**src/sv/drc_pkg.sv**
```systemverilog
// drc_pkg: shared widths, codes and structs of the dirty range coalescer
// used by drc_cmd_fifo, drc_front, drc_back and dirty_range_coalescer; depends on nothing
package drc_pkg;

	// table and field geometry
	localparam int TABLE_DEPTH = 16;
	localparam int ADDR_BITS   = 20;
	localparam int LEN_W       = ADDR_BITS + 1;
	localparam int END_W       = ADDR_BITS + 2;
	localparam int IDX_W       = (TABLE_DEPTH > 1) ? $clog2(TABLE_DEPTH) : 1;
	localparam int CNT_W       = $clog2(TABLE_DEPTH + 1);
	localparam int FIFO_DEPTH  = 2;

	// stream data widths, padded to whole bytes
	localparam int DATA_W = ((ADDR_BITS + LEN_W + 7) / 8) * 8;
	localparam int PAD_W  = DATA_W - ADDR_BITS - LEN_W;

	// buffer size after reset: the full address space
	localparam logic [LEN_W-1:0] BUF_SIZE_RESET = LEN_W'(1) << ADDR_BITS;

	typedef enum logic [2:0] {
		ST_MERGED   = 3'd0,
		ST_APPENDED = 3'd1,
		ST_FULL     = 3'd2,
		ST_BOUNDS   = 3'd3,
		ST_FLUSH    = 3'd4
	} status_t;

	typedef enum logic [1:0] {
		CMD_MARK   = 2'd0,
		CMD_FLUSH  = 2'd1,
		CMD_REJECT = 2'd2
	} cmd_kind_t;

	// classified command handed from front to back
	typedef struct packed {
		cmd_kind_t              kind;
		logic [ADDR_BITS-1:0]   ofs;
		logic [LEN_W-1:0]       len;
		logic [END_W-1:0]       end_pos;
	} cmd_t;

	// one table entry as stored in the ram
	typedef struct packed {
		logic [LEN_W-1:0]     len;
		logic [ADDR_BITS-1:0] start;
	} entry_t;

	// one result transaction
	typedef struct packed {
		status_t              status;
		logic                 is_empty;
		logic                 last;
		logic [ADDR_BITS-1:0] offset;
		logic [LEN_W-1:0]     length;
	} res_t;

endpackage

```
**src/sv/drc_ram.sv**
```systemverilog
// drc_ram: generic single write port, single read port ram with registered read
// standalone, no package dependency
module drc_ram #(
	parameter int WIDTH = 8,
	parameter int DEPTH = 16
) (
	input  logic                                       clk,
	input  logic                                       we,
	input  logic [((DEPTH > 1) ? $clog2(DEPTH) : 1)-1:0] waddr,
	input  logic [WIDTH-1:0]                           wdata,
	input  logic                                       re,
	input  logic [((DEPTH > 1) ? $clog2(DEPTH) : 1)-1:0] raddr,
	output logic [WIDTH-1:0]                           rdata
);

	logic [WIDTH-1:0] mem_q [DEPTH];

	// write port and registered read port; read data holds without re
	always_ff @(posedge clk) begin
		if (we) begin
			mem_q[waddr] <= wdata;
		end
		if (re) begin
			rdata <= mem_q[raddr];
		end
	end

endmodule

```
**src/sv/drc_cmd_fifo.sv**
```systemverilog
// drc_cmd_fifo: short command queue between front and back
// depends on drc_pkg for cmd_t and FIFO_DEPTH
module drc_cmd_fifo (
	input  logic          clk,
	input  logic          arst_n,
	input  logic          push_valid,
	output logic          push_ready,
	input  drc_pkg::cmd_t push_data,
	output logic          pop_valid,
	input  logic          pop_ready,
	output drc_pkg::cmd_t pop_data
);
	import drc_pkg::*;

	localparam int PTR_W = (FIFO_DEPTH > 1) ? $clog2(FIFO_DEPTH) : 1;
	localparam int FCNT_W = $clog2(FIFO_DEPTH + 1);

	cmd_t              slot_q [FIFO_DEPTH];
	logic [PTR_W-1:0]  wr_ptr_q;
	logic [PTR_W-1:0]  rd_ptr_q;
	logic [FCNT_W-1:0] fill_q;
	logic              do_push;
	logic              do_pop;

	assign push_ready = (fill_q != FCNT_W'(FIFO_DEPTH));
	assign pop_valid  = (fill_q != '0);
	assign pop_data   = slot_q[rd_ptr_q];
	assign do_push    = push_valid && push_ready;
	assign do_pop     = pop_valid && pop_ready;

	// payload slots
	always_ff @(posedge clk) begin
		if (do_push) begin
			slot_q[wr_ptr_q] <= push_data;
		end
	end

	// pointers and fill level
	always_ff @(posedge clk or negedge arst_n) begin
		if (!arst_n) begin
			wr_ptr_q <= '0;
			rd_ptr_q <= '0;
			fill_q   <= '0;
		end else begin
			if (do_push) begin
				wr_ptr_q <= (wr_ptr_q == PTR_W'(FIFO_DEPTH - 1)) ? '0 : wr_ptr_q + 1'b1;
			end
			if (do_pop) begin
				rd_ptr_q <= (rd_ptr_q == PTR_W'(FIFO_DEPTH - 1)) ? '0 : rd_ptr_q + 1'b1;
			end
			if (do_push && !do_pop) begin
				fill_q <= fill_q + 1'b1;
			end else if (do_pop && !do_push) begin
				fill_q <= fill_q - 1'b1;
			end
		end
	end

endmodule

```
**src/sv/drc_front.sv**
```systemverilog
// drc_front: holds the buffer size register and classifies incoming items
// depends on drc_pkg; feeds drc_cmd_fifo
module drc_front (
	input  logic                        clk,
	input  logic                        arst_n,
	input  logic                        cfg_we,
	input  logic [drc_pkg::LEN_W-1:0]   cfg_wdata,
	input  logic                        in_valid,
	output logic                        in_ready,
	input  logic                        in_func,
	input  logic [drc_pkg::ADDR_BITS-1:0] in_offset,
	input  logic [drc_pkg::LEN_W-1:0]   in_length,
	output logic                        cmd_valid,
	input  logic                        cmd_ready,
	output drc_pkg::cmd_t               cmd_data
);
	import drc_pkg::*;

	logic [LEN_W-1:0] buf_size_q;
	logic [END_W-1:0] end_pos;
	logic             reject;

	// buffer size register
	always_ff @(posedge clk or negedge arst_n) begin
		if (!arst_n) begin
			buf_size_q <= BUF_SIZE_RESET;
		end else if (cfg_we) begin
			buf_size_q <= cfg_wdata;
		end
	end

	// bounds check: zero length or end past the buffer
	assign end_pos = END_W'(in_offset) + END_W'(in_length);
	assign reject  = (in_length == '0) || (end_pos > END_W'(buf_size_q));

	// classify and hand over
	assign cmd_valid        = in_valid;
	assign in_ready         = cmd_ready;
	assign cmd_data.kind    = in_func ? CMD_FLUSH : (reject ? CMD_REJECT : CMD_MARK);
	assign cmd_data.ofs     = in_offset;
	assign cmd_data.len     = in_length;
	assign cmd_data.end_pos = end_pos;

endmodule

```
**src/sv/drc_back.sv**
```systemverilog
// drc_back: table walker that merges, appends and flushes ranges
// depends on drc_pkg and drc_ram; drives the output register
module drc_back (
	input  logic          clk,
	input  logic          arst_n,
	input  logic          cmd_valid,
	output logic          cmd_ready,
	input  drc_pkg::cmd_t cmd_data,
	output logic          res_valid,
	input  logic          res_ready,
	output drc_pkg::res_t res_data
);
	import drc_pkg::*;

	typedef enum logic [4:0] {
		S_IDLE  = 5'b00001,
		S_SCAN  = 5'b00010,
		S_MERGE = 5'b00100,
		S_EMIT  = 5'b01000,
		S_FLUSH = 5'b10000
	} state_t;

	state_t               state_q;
	cmd_t                 cur_q;
	logic [CNT_W-1:0]     count_q;
	logic [CNT_W-1:0]     idx_q;
	logic                 rd_pend_s1;
	logic [IDX_W-1:0]     rd_idx_s1;
	logic [IDX_W-1:0]     hit_idx_q;
	logic [ADDR_BITS-1:0] ns_q;
	logic [END_W-1:0]     ne_q;
	status_t              res_status_q;
	logic                 res_empty_q;
	logic                 out_valid_q;
	res_t                 out_q;

	entry_t               rd_entry;
	entry_t               wr_entry;
	logic                 ram_we;
	logic [IDX_W-1:0]     ram_waddr;
	logic                 ram_re;
	logic [END_W-1:0]     ent_end;
	logic                 overlap;
	logic                 hit;
	logic                 scan_more;
	logic                 table_full;
	logic                 flush_last;
	logic                 out_free;
	logic                 out_load;
	res_t                 out_next;

	drc_ram #(
		.WIDTH ($bits(entry_t)),
		.DEPTH (TABLE_DEPTH)
	) u_table (
		.clk   (clk),
		.we    (ram_we),
		.waddr (ram_waddr),
		.wdata (wr_entry),
		.re    (ram_re),
		.raddr (idx_q[IDX_W-1:0]),
		.rdata (rd_entry)
	);

	// overlap or abut test against the entry just read
	assign ent_end    = END_W'(rd_entry.start) + END_W'(rd_entry.len);
	assign overlap    = (END_W'(cur_q.ofs) <= ent_end) &&
	                    (END_W'(rd_entry.start) <= cur_q.end_pos);
	assign hit        = rd_pend_s1 && overlap;
	assign scan_more  = (idx_q < count_q);
	assign table_full = (count_q == CNT_W'(TABLE_DEPTH));
	assign flush_last = ((CNT_W'(rd_idx_s1) + CNT_W'(1)) == count_q);
	assign out_free   = !out_valid_q || res_ready;
	assign cmd_ready  = (state_q == S_IDLE);

	// read issue: one entry a cycle while scanning or flushing, pausing on a hit or while a flush result waits
	always_comb begin
		ram_re = 1'b0;
		unique case (state_q)
			S_SCAN:  ram_re = !hit && scan_more;
			S_FLUSH: ram_re = scan_more && (!rd_pend_s1 || out_free);
			default: ram_re = 1'b0;
		endcase
	end

	// table write: merge result or append at the end
	always_comb begin
		ram_we       = 1'b0;
		ram_waddr    = count_q[IDX_W-1:0];
		wr_entry.len   = cur_q.len;
		wr_entry.start = cur_q.ofs;
		if (state_q == S_MERGE) begin
			ram_we         = 1'b1;
			ram_waddr      = hit_idx_q;
			wr_entry.len   = LEN_W'(ne_q - END_W'(ns_q));
			wr_entry.start = ns_q;
		end else if (state_q == S_SCAN && !rd_pend_s1 && !scan_more && !table_full) begin
			ram_we = 1'b1;
		end
	end

	// next result transaction
	always_comb begin
		out_load          = 1'b0;
		out_next.status   = res_status_q;
		out_next.is_empty = res_empty_q;
		out_next.last     = 1'b1;
		out_next.offset   = '0;
		out_next.length   = '0;
		if (state_q == S_EMIT && out_free) begin
			out_load = 1'b1;
		end else if (state_q == S_FLUSH && rd_pend_s1 && out_free) begin
			out_load          = 1'b1;
			out_next.status   = ST_FLUSH;
			out_next.is_empty = 1'b0;
			out_next.last     = flush_last;
			out_next.offset   = rd_entry.start;
			out_next.length   = rd_entry.len;
		end
	end

	// control sequencer
	always_ff @(posedge clk or negedge arst_n) begin
		if (!arst_n) begin
			state_q      <= S_IDLE;
			count_q      <= '0;
			idx_q        <= '0;
			rd_pend_s1   <= 1'b0;
			rd_idx_s1    <= '0;
			res_status_q <= ST_MERGED;
			res_empty_q  <= 1'b0;
		end else begin
			unique case (state_q)
				S_IDLE: begin
					idx_q      <= '0;
					rd_pend_s1 <= 1'b0;
					if (cmd_valid) begin
						unique case (cmd_data.kind)
							CMD_MARK: begin
								res_empty_q <= 1'b0;
								state_q     <= S_SCAN;
							end
							CMD_REJECT: begin
								res_status_q <= ST_BOUNDS;
								res_empty_q  <= 1'b0;
								state_q      <= S_EMIT;
							end
							CMD_FLUSH: begin
								if (count_q == '0) begin
									res_status_q <= ST_FLUSH;
									res_empty_q  <= 1'b1;
									state_q      <= S_EMIT;
								end else begin
									state_q <= S_FLUSH;
								end
							end
							default: state_q <= S_IDLE;
						endcase
					end
				end
				S_SCAN: begin
					if (hit) begin
						rd_pend_s1 <= 1'b0;
						state_q    <= S_MERGE;
					end else if (ram_re) begin
						rd_pend_s1 <= 1'b1;
						rd_idx_s1  <= idx_q[IDX_W-1:0];
						idx_q      <= idx_q + 1'b1;
					end else if (rd_pend_s1) begin
						rd_pend_s1 <= 1'b0;
					end else begin
						if (table_full) begin
							res_status_q <= ST_FULL;
						end else begin
							res_status_q <= ST_APPENDED;
							count_q      <= count_q + 1'b1;
						end
						state_q <= S_EMIT;
					end
				end
				S_MERGE: begin
					res_status_q <= ST_MERGED;
					state_q      <= S_EMIT;
				end
				S_EMIT: begin
					if (out_free) begin
						state_q <= S_IDLE;
					end
				end
				S_FLUSH: begin
					if (ram_re) begin
						rd_pend_s1 <= 1'b1;
						rd_idx_s1  <= idx_q[IDX_W-1:0];
						idx_q      <= idx_q + 1'b1;
					end else if (rd_pend_s1 && out_free) begin
						rd_pend_s1 <= 1'b0;
					end
					if (rd_pend_s1 && out_free && flush_last) begin
						count_q <= '0;
						state_q <= S_IDLE;
					end
				end
				default: state_q <= S_IDLE;
			endcase
		end
	end

	// command taken in idle; merge bounds taken when the scan hits
	always_ff @(posedge clk) begin
		if (state_q == S_IDLE && cmd_valid) begin
			cur_q <= cmd_data;
		end
		if (state_q == S_SCAN && hit) begin
			hit_idx_q <= rd_idx_s1;
			ns_q      <= (cur_q.ofs < rd_entry.start) ? cur_q.ofs : rd_entry.start;
			ne_q      <= (cur_q.end_pos > ent_end) ? cur_q.end_pos : ent_end;
		end
	end

	// output register
	always_ff @(posedge clk or negedge arst_n) begin
		if (!arst_n) begin
			out_valid_q <= 1'b0;
		end else if (out_load) begin
			out_valid_q <= 1'b1;
		end else if (res_ready) begin
			out_valid_q <= 1'b0;
		end
	end

	always_ff @(posedge clk) begin
		if (out_load) begin
			out_q <= out_next;
		end
	end

	assign res_valid = out_valid_q;
	assign res_data  = out_q;

	// table never holds more than its depth
	assert property (@(posedge clk) disable iff (!arst_n)
		count_q <= CNT_W'(TABLE_DEPTH))
		else $error("entry count above table depth");

	// the table is written only while scanning or merging
	assert property (@(posedge clk) disable iff (!arst_n)
		ram_we |-> (state_q == S_SCAN || state_q == S_MERGE))
		else $error("table write outside scan or merge");

	// the final flush transaction empties the table
	assert property (@(posedge clk) disable iff (!arst_n)
		(state_q == S_FLUSH && out_load && out_next.last) |=> (count_q == '0))
		else $error("table not cleared after flush");

	// a read is pending only while walking the table
	assert property (@(posedge clk) disable iff (!arst_n)
		rd_pend_s1 |-> (state_q == S_SCAN || state_q == S_FLUSH))
		else $error("stale pending read");

	// an append raises the count by exactly one
	assert property (@(posedge clk) disable iff (!arst_n)
		(state_q == S_SCAN && ram_we) |=> (count_q == $past(count_q) + 1'b1))
		else $error("append did not advance the entry count");

endmodule

```
**src/sv/dirty_range_coalescer.sv**
```systemverilog
// dirty_range_coalescer: top level of the dirty byte range tracker
// depends on drc_pkg, drc_front, drc_cmd_fifo, drc_back (and drc_ram below it)
//
// Usage:
// - s_axis: one transaction per item. tuser is func (0 mark, 1 flush);
//   tdata holds offset in bits [19:0] and length in bits [40:20].
// - m_axis: tdata holds range_offset [19:0] and range_length [40:20];
//   tuser holds status [2:0] and is_empty [3]; tlast marks the final result.
// - cfg_we/cfg_wdata write buffer_size; write only while the block is idle.
// - A mark gives one result. It walks the table one entry per cycle from the
//   table ram until an entry overlaps or abuts the new range or the table
//   ends; a rejected mark skips the walk.
// - A flush gives one result per pending entry, one per cycle once started
//   while the receiver is ready; an empty table gives one empty result.
// - The two-entry command queue lets the input side take items while the
//   table walker is busy; the output register lets results wait on tready
//   and the walker simply pauses while the receiver stalls.
// - Reset empties the table (entry count 0) and sets buffer_size to
//   1048576; no clearing pass is needed, the block is ready at once.
module dirty_range_coalescer (
	input  logic                          clk,
	input  logic                          arst_n,
	input  logic                          cfg_we,
	input  logic [drc_pkg::LEN_W-1:0]     cfg_wdata,
	input  logic                          s_axis_tvalid,
	output logic                          s_axis_tready,
	input  logic [drc_pkg::DATA_W-1:0]    s_axis_tdata,  // offset, length, zero pad
	input  logic                          s_axis_tuser,  // func
	output logic                          m_axis_tvalid,
	input  logic                          m_axis_tready,
	output logic [drc_pkg::DATA_W-1:0]    m_axis_tdata,  // range_offset, range_length, zero pad
	output logic [3:0]                    m_axis_tuser,  // status[2:0], is_empty
	output logic                          m_axis_tlast
);
	import drc_pkg::*;

	logic in_cmd_valid;
	logic in_cmd_ready;
	cmd_t in_cmd;
	logic q_cmd_valid;
	logic q_cmd_ready;
	cmd_t q_cmd;
	res_t res;

	// front: config register and classification
	drc_front u_front (
		.clk       (clk),
		.arst_n    (arst_n),
		.cfg_we    (cfg_we),
		.cfg_wdata (cfg_wdata),
		.in_valid  (s_axis_tvalid),
		.in_ready  (s_axis_tready),
		.in_func   (s_axis_tuser),
		.in_offset (s_axis_tdata[ADDR_BITS-1:0]),
		.in_length (s_axis_tdata[ADDR_BITS+LEN_W-1:ADDR_BITS]),
		.cmd_valid (in_cmd_valid),
		.cmd_ready (in_cmd_ready),
		.cmd_data  (in_cmd)
	);

	// command queue
	drc_cmd_fifo u_fifo (
		.clk        (clk),
		.arst_n     (arst_n),
		.push_valid (in_cmd_valid),
		.push_ready (in_cmd_ready),
		.push_data  (in_cmd),
		.pop_valid  (q_cmd_valid),
		.pop_ready  (q_cmd_ready),
		.pop_data   (q_cmd)
	);

	// back: table walker and output register
	drc_back u_back (
		.clk       (clk),
		.arst_n    (arst_n),
		.cmd_valid (q_cmd_valid),
		.cmd_ready (q_cmd_ready),
		.cmd_data  (q_cmd),
		.res_valid (m_axis_tvalid),
		.res_ready (m_axis_tready),
		.res_data  (res)
	);

	// result packing
	assign m_axis_tdata = {{PAD_W{1'b0}}, res.length, res.offset};
	assign m_axis_tuser = {res.is_empty, res.status};
	assign m_axis_tlast = res.last;

endmodule
```
**config.mk**
```make
export PLATFORM = sky130hd
export DESIGN_NAME = dirty_range_coalescer
export DESIGN_NICKNAME = d
export VERILOG_FILES = /design/src/sv/drc_pkg.sv /design/src/sv/drc_ram.sv /design/src/sv/drc_cmd_fifo.sv /design/src/sv/drc_front.sv /design/src/sv/drc_back.sv /design/src/sv/dirty_range_coalescer.sv
export SDC_FILE = /design/constraint.sdc
export NUM_CORES = 1
export LEC_CHECK = 0
export BUFFER_PORTS_ARGS = -buffer_cell sky130_fd_sc_hd__buf_4
export CORE_ASPECT_RATIO = 1.4
export CORE_MARGIN = 5
export CORE_UTILIZATION = 47
export DETAILED_ROUTE_END_ITERATION = 16
export PLACE_DENSITY_LB_ADDON = 0.15
export SLEW_MARGIN = 20
export SYNTH_ARGS = -nofsm -noshare
export SYNTH_HDL_FRONTEND = slang
export SYNTH_SLANG_ARGS = --single-unit
```
**constraint.sdc**
```tcl
create_clock -name clk -period 6.2 [get_ports clk]
set_clock_uncertainty 0.15 [all_clocks]
set_input_delay 0.31 -clock clk [delete_from_list [all_inputs] [get_ports clk]]
set_output_delay 0.31 -clock clk [all_outputs]
set_load 0.02 [all_outputs]
```
# Word level (Yosys, flattened, before mapping)
# Memory sizes are Yosys's and may differ from the RTL's. A register that Yosys moved wholly into a read port is not among the register bits.
# Cells that the tools add are included.
op_classes:
  add_sub_neg: 10
  order_cmp: 6
  eq_ne: 23
  mux: 59
  bitwise: 1
  n_reduce_logical: 46
ops:
  columns: ["op", "n"]
  rows:
  - ["46-bit two-way mux", 2]
  - ["5-bit two-way mux", 14]
  - ["20-bit by 21-bit adder with 22-bit output", 2]
  - ["20-bit by 22-bit less-or-equal comparator with 1-bit output", 2]
  - ["41-bit two-way mux", 1]
  - ["5-bit one-hot mux with 3 select lines", 2]
  - ["5-bit one-hot mux with 5 select lines", 1]
  - ["22-bit by 21-bit > comparator with 1-bit output", 1]
  - ["22-bit > comparator", 1]
  - ["21-bit zero test", 1]
  - ["21-bit two-way mux", 1]
  - ["21-bit by 20-bit subtractor with 21-bit output", 1]
  - ["20-bit less-than comparator", 1]
  - ["20-bit two-way mux", 1]
  - ["1-bit logical AND", 17]
  - ["1-bit two-way mux", 17]
  - ["3-bit two-way mux", 5]
  - ["4-bit two-way mux", 3]
  - ["2-bit != test (second input constant)", 6]
  - ["5-bit by 1-bit adder with 5-bit output (second input constant)", 2]
  - ["5-bit == test (second input constant)", 2]
  - ["2-bit two-way mux", 5]
  - ["5-bit one-hot mux with 2 select lines", 1]
  - ["2-bit nonzero test", 5]
  - ["other kinds (33)", 51]
word_totals:
  reg_bits: 204
  mem_bits_rw: 786
  in_bits: 75
  out_inout_bits: 55
  word_cells: 170
  mem_count: 2
mem_list:
  columns: ["name", "words", "word_bits", "read_ports", "rd_clocked_by_memory_dff", "wr", "line", "text"]
  rows:
  - ["u_back.u_table.mem_q", 16, 41, 1, 1, 1, "drc_ram.sv:16", "logic [WIDTH-1:0] mem_q [DEPTH];"]
  - ["u_fifo.slot_q", 2, 65, 1, 0, 1, "drc_cmd_fifo.sv:18", "cmd_t slot_q [FIFO_DEPTH];"]

# Logic depth before layout (Yosys ltp)
logic_depth:
  word_depth: 10
  depth_mapped: 21
  ltp_nobuf: 21

# Modules after synthesis
# From an unflattened synthesis, not the netlist that was laid out.
hier_totals:
  cells_unflattened: 2778
  hier_area_um2: 45357.3
modules_own_cells:
  columns: ["module", "instances", "cells_per_inst", "area_per_inst_um2", "seq_area_each_um2"]
  rows:
  - ["drc_ram", 1, 1066, 25779.7, 20930.1]
  - ["drc_back", 1, 1161, 11825.1, 5251.3]
  - ["drc_cmd_fifo", 1, 220, 5046.1, 4003.8]
  - ["drc_front", 1, 323, 2650.0, 526.8]
  - ["dirty_range_coalescer", 1, 8, 56.3, 0.0]

# Least setup slack after synthesis
# OpenSTA, ideal clock, no wires.
synth_path:
  path_type: "register to register"
  start: "register u_back.u_table.rdata[0] (read register of u_back.u_table.mem_q)"
  end: "register u_back.hit_idx_q[0], enable pin"
  setup_time_ns: 0.407
  t_arrival_ns: 5.080
  required_time_ns: 5.643
  setup_slack_ns: 0.563
  stages_incl_launch_ff: 21
  path_buffers: 0
  synth_period_minus_slack_ns: 5.637
  path_cell_list: "edfxtp_1 ha_1 inv_1 fa_1 nor2b_1 o31a_1 or2_2 a31oi_1 o21bai_1 a21oi_1 xnor2_1 ha_1 nand4_1 nor2_1 a2111oi_0 o21ba_2 o41ai_1 maj3_1 a221oi_2 o31a_2 and2_1"
synth_between:
  elab_chain_cells: 5
  elab_cells_between_ends: 6
  cone_classes: "add/sub (1); order compare (2); reduce/logical (3)"
synth_lines:
  columns: ["element", "line", "text"]
  rows:
  - ["from (decl)", "drc_ram.sv:13", "output logic [WIDTH-1:0] rdata"]
  - ["20-bit by 21-bit adder with 22-bit output", "drc_back.sv:66", "assign ent_end = END_W'(rd_entry.start) + END_W'(rd_entry.len);"]
  - ["20-bit by 22-bit less-or-equal comparator with 1-bit output", "drc_back.sv:67", "assign overlap = (END_W'(cur_q.ofs) <= ent_end) &&"]
  - ["1-bit logical AND *", "drc_back.sv:67", null]
  - ["1-bit logical AND *", "drc_back.sv:69", "assign hit = rd_pend_s1 && overlap;"]
  - ["1-bit logical AND *", "drc_back.sv:213", "if (state_q == S_SCAN && hit) begin"]
  - ["to (signal assigned)", "drc_back.sv:214", "hit_idx_q <= rd_idx_s1;"]
  - ["to (decl)", "drc_back.sv:29", "logic [IDX_W-1:0] hit_idx_q;"]
# Every way passes the cells marked *; elsewhere a longest branch is shown, timed or not.
# A chain may end at the register's enable or synchronous reset.

# Final worst setup path
layout_path:
  start: "register u_back.u_table.rdata[0] (read register of u_back.u_table.mem_q)"
  end: "register u_back.ne_q[3], enable pin"
layout_between:
  elab_chain_cells: 5
  elab_cells_between_ends: 6
  cone_classes: "add/sub (1); order compare (2); reduce/logical (3)"
layout_lines:
  columns: ["element", "line", "text"]
  rows:
  - ["20-bit by 21-bit adder with 22-bit output", "drc_back.sv:66", null]
  - ["20-bit by 22-bit less-or-equal comparator with 1-bit output", "drc_back.sv:67", null]
  - ["1-bit logical AND *", "drc_back.sv:67", null]
  - ["1-bit logical AND *", "drc_back.sv:69", null]
  - ["1-bit logical AND *", "drc_back.sv:213", null]
  - ["to (signal assigned)", "drc_back.sv:216", "ne_q <= (cur_q.end_pos > ent_end) ? cur_q.end_pos : ent_end;"]
  - ["to (decl)", "drc_back.sv:31", "logic [END_W-1:0] ne_q;"]
# Marks and branches as above.

==> flow_summary.json <==
{
  "status": "finished, final reports clean",
  "holdBufCountCts": 107,
  "track_usage": 0.214,
  "timing.rr.start": "u_back.u_table.rdata[0]",
  "tightest_slew_ps": 1020,
  "rows": 133,
  "drt_first_pass_iters": 5,
  "clockRootBuffer": "clkbuf_16",
  "peakVddDrop_v": 0.000281,
  "drive_above_1_share": 0.234,
  "synth_warnings": 0,
  "cts_buffers": 95,
  "syn2layout_area_growth_pct": 16.2,
  "p_per_area_nw_per_um2": 419,
  "setup_violations": 0,
  "synthArstFlopShare": 0.0485,
  "critPathLaunch": "u_back.u_table.rdata[0]",
  "drt_first_iter_violations": 1915,
  "hp-class": "input pin to asynchronous set/reset pin",
  "required_ps": 6400,
  "seqCellArea_um2": 30700,
  "clock_latency_ps": 690,
  "clkTransAtPathRegs_ps": 60,
  "hpwlAfterDp_um": 67800,
  "multi_input_area_um2": 12900,
  "slew_violations": 0,
  "post-cts-setup-buffers": 0,
  "r2r.worst_path.cells": 21,
  "period_share": 0.904,
  "crit_end": "u_back.ne_q[3]",
  "synth_flop_cell": "edfxtp_1",
  "cp_max_fo": 45,
  "cts_resized": 0,
  "htree_levels": 3,
  "core_um2": 93700,
  "maxSlewHeadroom": 0.318,
  "antenna_found_initial": 1,
  "max_freq_ghz": 0.178,
  "cts_tree": "done",
  "nets": 3083,
  "overflow": 0,
  "die_h_um": 373,
  "drt-total-wl_um": 108000,
  "synth_cell_types": 79,
  "die_x_um": 269,
  "synth-edff-count": 981,
  "setup.worst_path.start_class": "register",
  "synth-seq-cells": 1031,
  "vias": 24122,
  "place_inst": 3844,
  "finalNonFillerCells": 4134,
  "syn_inst": 2524,
  "power_leakage_nw": 17.9,
  "ant_nets": 0,
  "drc": 0,
  "fin_setup_tns_ps": 0,
  "yosysSeqAreaShare": 0.694,
  "rsz0062_at_grt": "no",
  "critical_path_class": "register to register",
  "hold_viol_final": 0,
  "min_period_ps": 5600,
  "initial_core_util": 0.472,
  "cts.sinks": 1031,
  "boundaryPins": 130,
  "r2r_slack_ps": 600,
  "io_buffers": 115,
  "place.gp.congestion": 0.914,
  "syn_area_per_cell_um2": 17.5,
  "grt_pass1_wl_um": 162000,
  "cts_buffer_depth": 3,
  "grt_pass1_vias": 25227,
  "fill_cells": 7286,
  "wire_per_inst_um": 26.2,
  "vias_per_cell": 5.84,
  "syn_area_um2": 44300,
  "worstSetupEndpointType": "register",
  "worstReg2RegEnd": "u_back.ne_q[3]",
  "grt_start_max_net_pins": 100,
  "cap_violations": 0,
  "fp.dieArea_um2": 100000,
  "crit_arrival_ps": 5800
}
-- metal layers --
layer	vias to the layer above	GRT usage	part of all wire
met5	-	0	0
met4	0	0.0721	0.032
met3	155	0.0258	0.046
met2	719	0.370	0.51
met1	12619	0.286	0.41
li1	10629	-	-
-- sequential cells by signal (all words and copies together), names as in the netlist --
| signal | count |
|---|---|
| u_back.count_q | 5 |
| u_back.cur_q | 63 |
| u_back.hit_idx_q | 4 |
| u_back.idx_q | 5 |
| u_back.ne_q | 21 |
| u_back.ns_q | 20 |
| u_back.rd_idx_s1 | 4 |
| u_back.rd_pend_s1 | 1 |
| u_back.res_data | 46 |
| u_back.res_empty_q | 1 |
| u_back.res_status_q | 3 |
| u_back.res_valid | 1 |
| u_back.state_q | 5 |
| u_back.u_table.mem_q | 656 |
| u_back.u_table.rdata | 41 |
| u_fifo.fill_q | 2 |
| u_fifo.rd_ptr_q | 1 |
| u_fifo.slot_q | 130 |
| u_fifo.wr_ptr_q | 1 |
| u_front.buf_size_q | 21 |
-- Yosys cell counts (8+ instances only) --
cell	count	area [um^2]
nor3_1	20	100
xnor2_1	34	298
xor2_1	21	184
clkbuf_1	53	199
nor3b_1	8	60.1
dfrtp_1	48	1200
o211ai_1	13	97.6
a211oi_1	10	75.1
a21oi_1	59	295
and3_1	10	62.6
nand2_1	123	462
nand4_1	22	138
mux2i_1	27	270
mux2_2	91	1020
nor2_1	92	345
nor2b_1	14	87.6
inv_1	119	447
mux4_2	205	4620
nand2b_1	23	144
ha_1	172	2150
a31oi_1	12	75.1
nand3_1	24	120
buf_1	26	97.6
nor4_1	9	56.3
edfxtp_1	981	29500
a21o_1	43	323
o21ai_0	106	531
o21a_1	14	105
o21bai_1	9	67.6
and2_1	29	181
-- final cells by class --
| cell class | count | area share |
|---|---|---|
| Sequential cell | 1031 | 0.597 |
| Multi-Input combinational cell | 1292 | 0.251 |
| Timing Repair Buffer | 294 | 0.0488 |
| Clock buffer | 109 | 0.0481 |
| Tap cell | 1215 | 0.0296 |
| Clock inverter | 71 | 0.0163 |
| Inverter | 119 | 0.00868 |
| Antenna cell | 3 | 0.000146 |
-- worst min-delay path by stage --
stage / end / cells past startpoint / from / slack [ps]
final: u_front.buf_size_q[19] / 2 / arst_n / 80
after global routing: u_front.buf_size_q[19] / 2 / arst_n / 150
after CTS: u_front.buf_size_q[18] / 2 / arst_n / 50
after detailed placement: u_front.buf_size_q[16] / 1 / arst_n / 250
after global placement: u_fifo.wr_ptr_q / 1 / arst_n / 250
after floorplan: u_back.count_q[0] / 0 / arst_n / -140
-- per-stage QoR --
| stage | util | area (um^2) | setup WS [ps] | hold slack, ps | power, mW |
|---|---|---|---|---|---|
| 3_3_place_gp | 0.502 | 47000 | 681 | 247 | 15.3 |
| 6_report | 0.549 | 51400 | 596 | 84.7 | 21.6 |
| 5_1_grt | 0.549 | 51400 | 304 | 151 | 22.6 |
| 4_1_cts | 0.549 | 51400 | 637 | 51.4 | 21.8 |
| 2_1_floorplan | - | 44300 | 563 | -136 | 13.4 |
| 3_5_place_dp | 0.502 | 47000 | 658 | 253 | 15.5 |
-- cell usage in the layout (no fill, tap or decap), drive strengths merged, types with 29 or more instances in the layout --
cell type / instances
dfrtp: 48
ha: 172
clkbuf: 109
clkinv: 43
a21oi: 59
mux2: 91
dlygate4sd3: 107
inv: 123
and2: 29
o21ai: 108
a21o: 43
nor2: 94
buf: 187
nand2: 123
xnor2: 34
edfxtp: 981
mux4: 205
-- report_power, final --
group          switching [mW]  internal, mW
sequential              0.465          9.22
clock                    2.59          3.59
combinational            3.34          2.35
total                    6.40          15.2
-- critical path: stages, from the launching register on --
cell and delay (ps):
edfxtp_1 420, ha_1 260, inv_1 90, fa_1 230
nor2b_1 80, o31a_1 300, or2_2 310, a31oi_1 260
o21bai_1 100, a21oi_1 180, xnor2_1 240, ha_1 300
nand4_1 140, nor2_1 60, a2111oi_0 430, o21ba_2 180
o41ai_1 90, maj3_1 410, a221oi_2 330, o31a_2 220
and2_2 170, buf_12 250
-- cell families after synthesis --
logic type | synth area share
DFF | 0.694
xor gates and xnor gates | 0.0109
adders and majority gates | 0.0504
muxes | 0.134
and+or+nand+nor | 0.0444
other | 0.0000847
buffers and inverters | 0.0182
AOI/OAI and AO/OA | 0.0484
No activity file was read; power rests on OpenSTA's default activity.
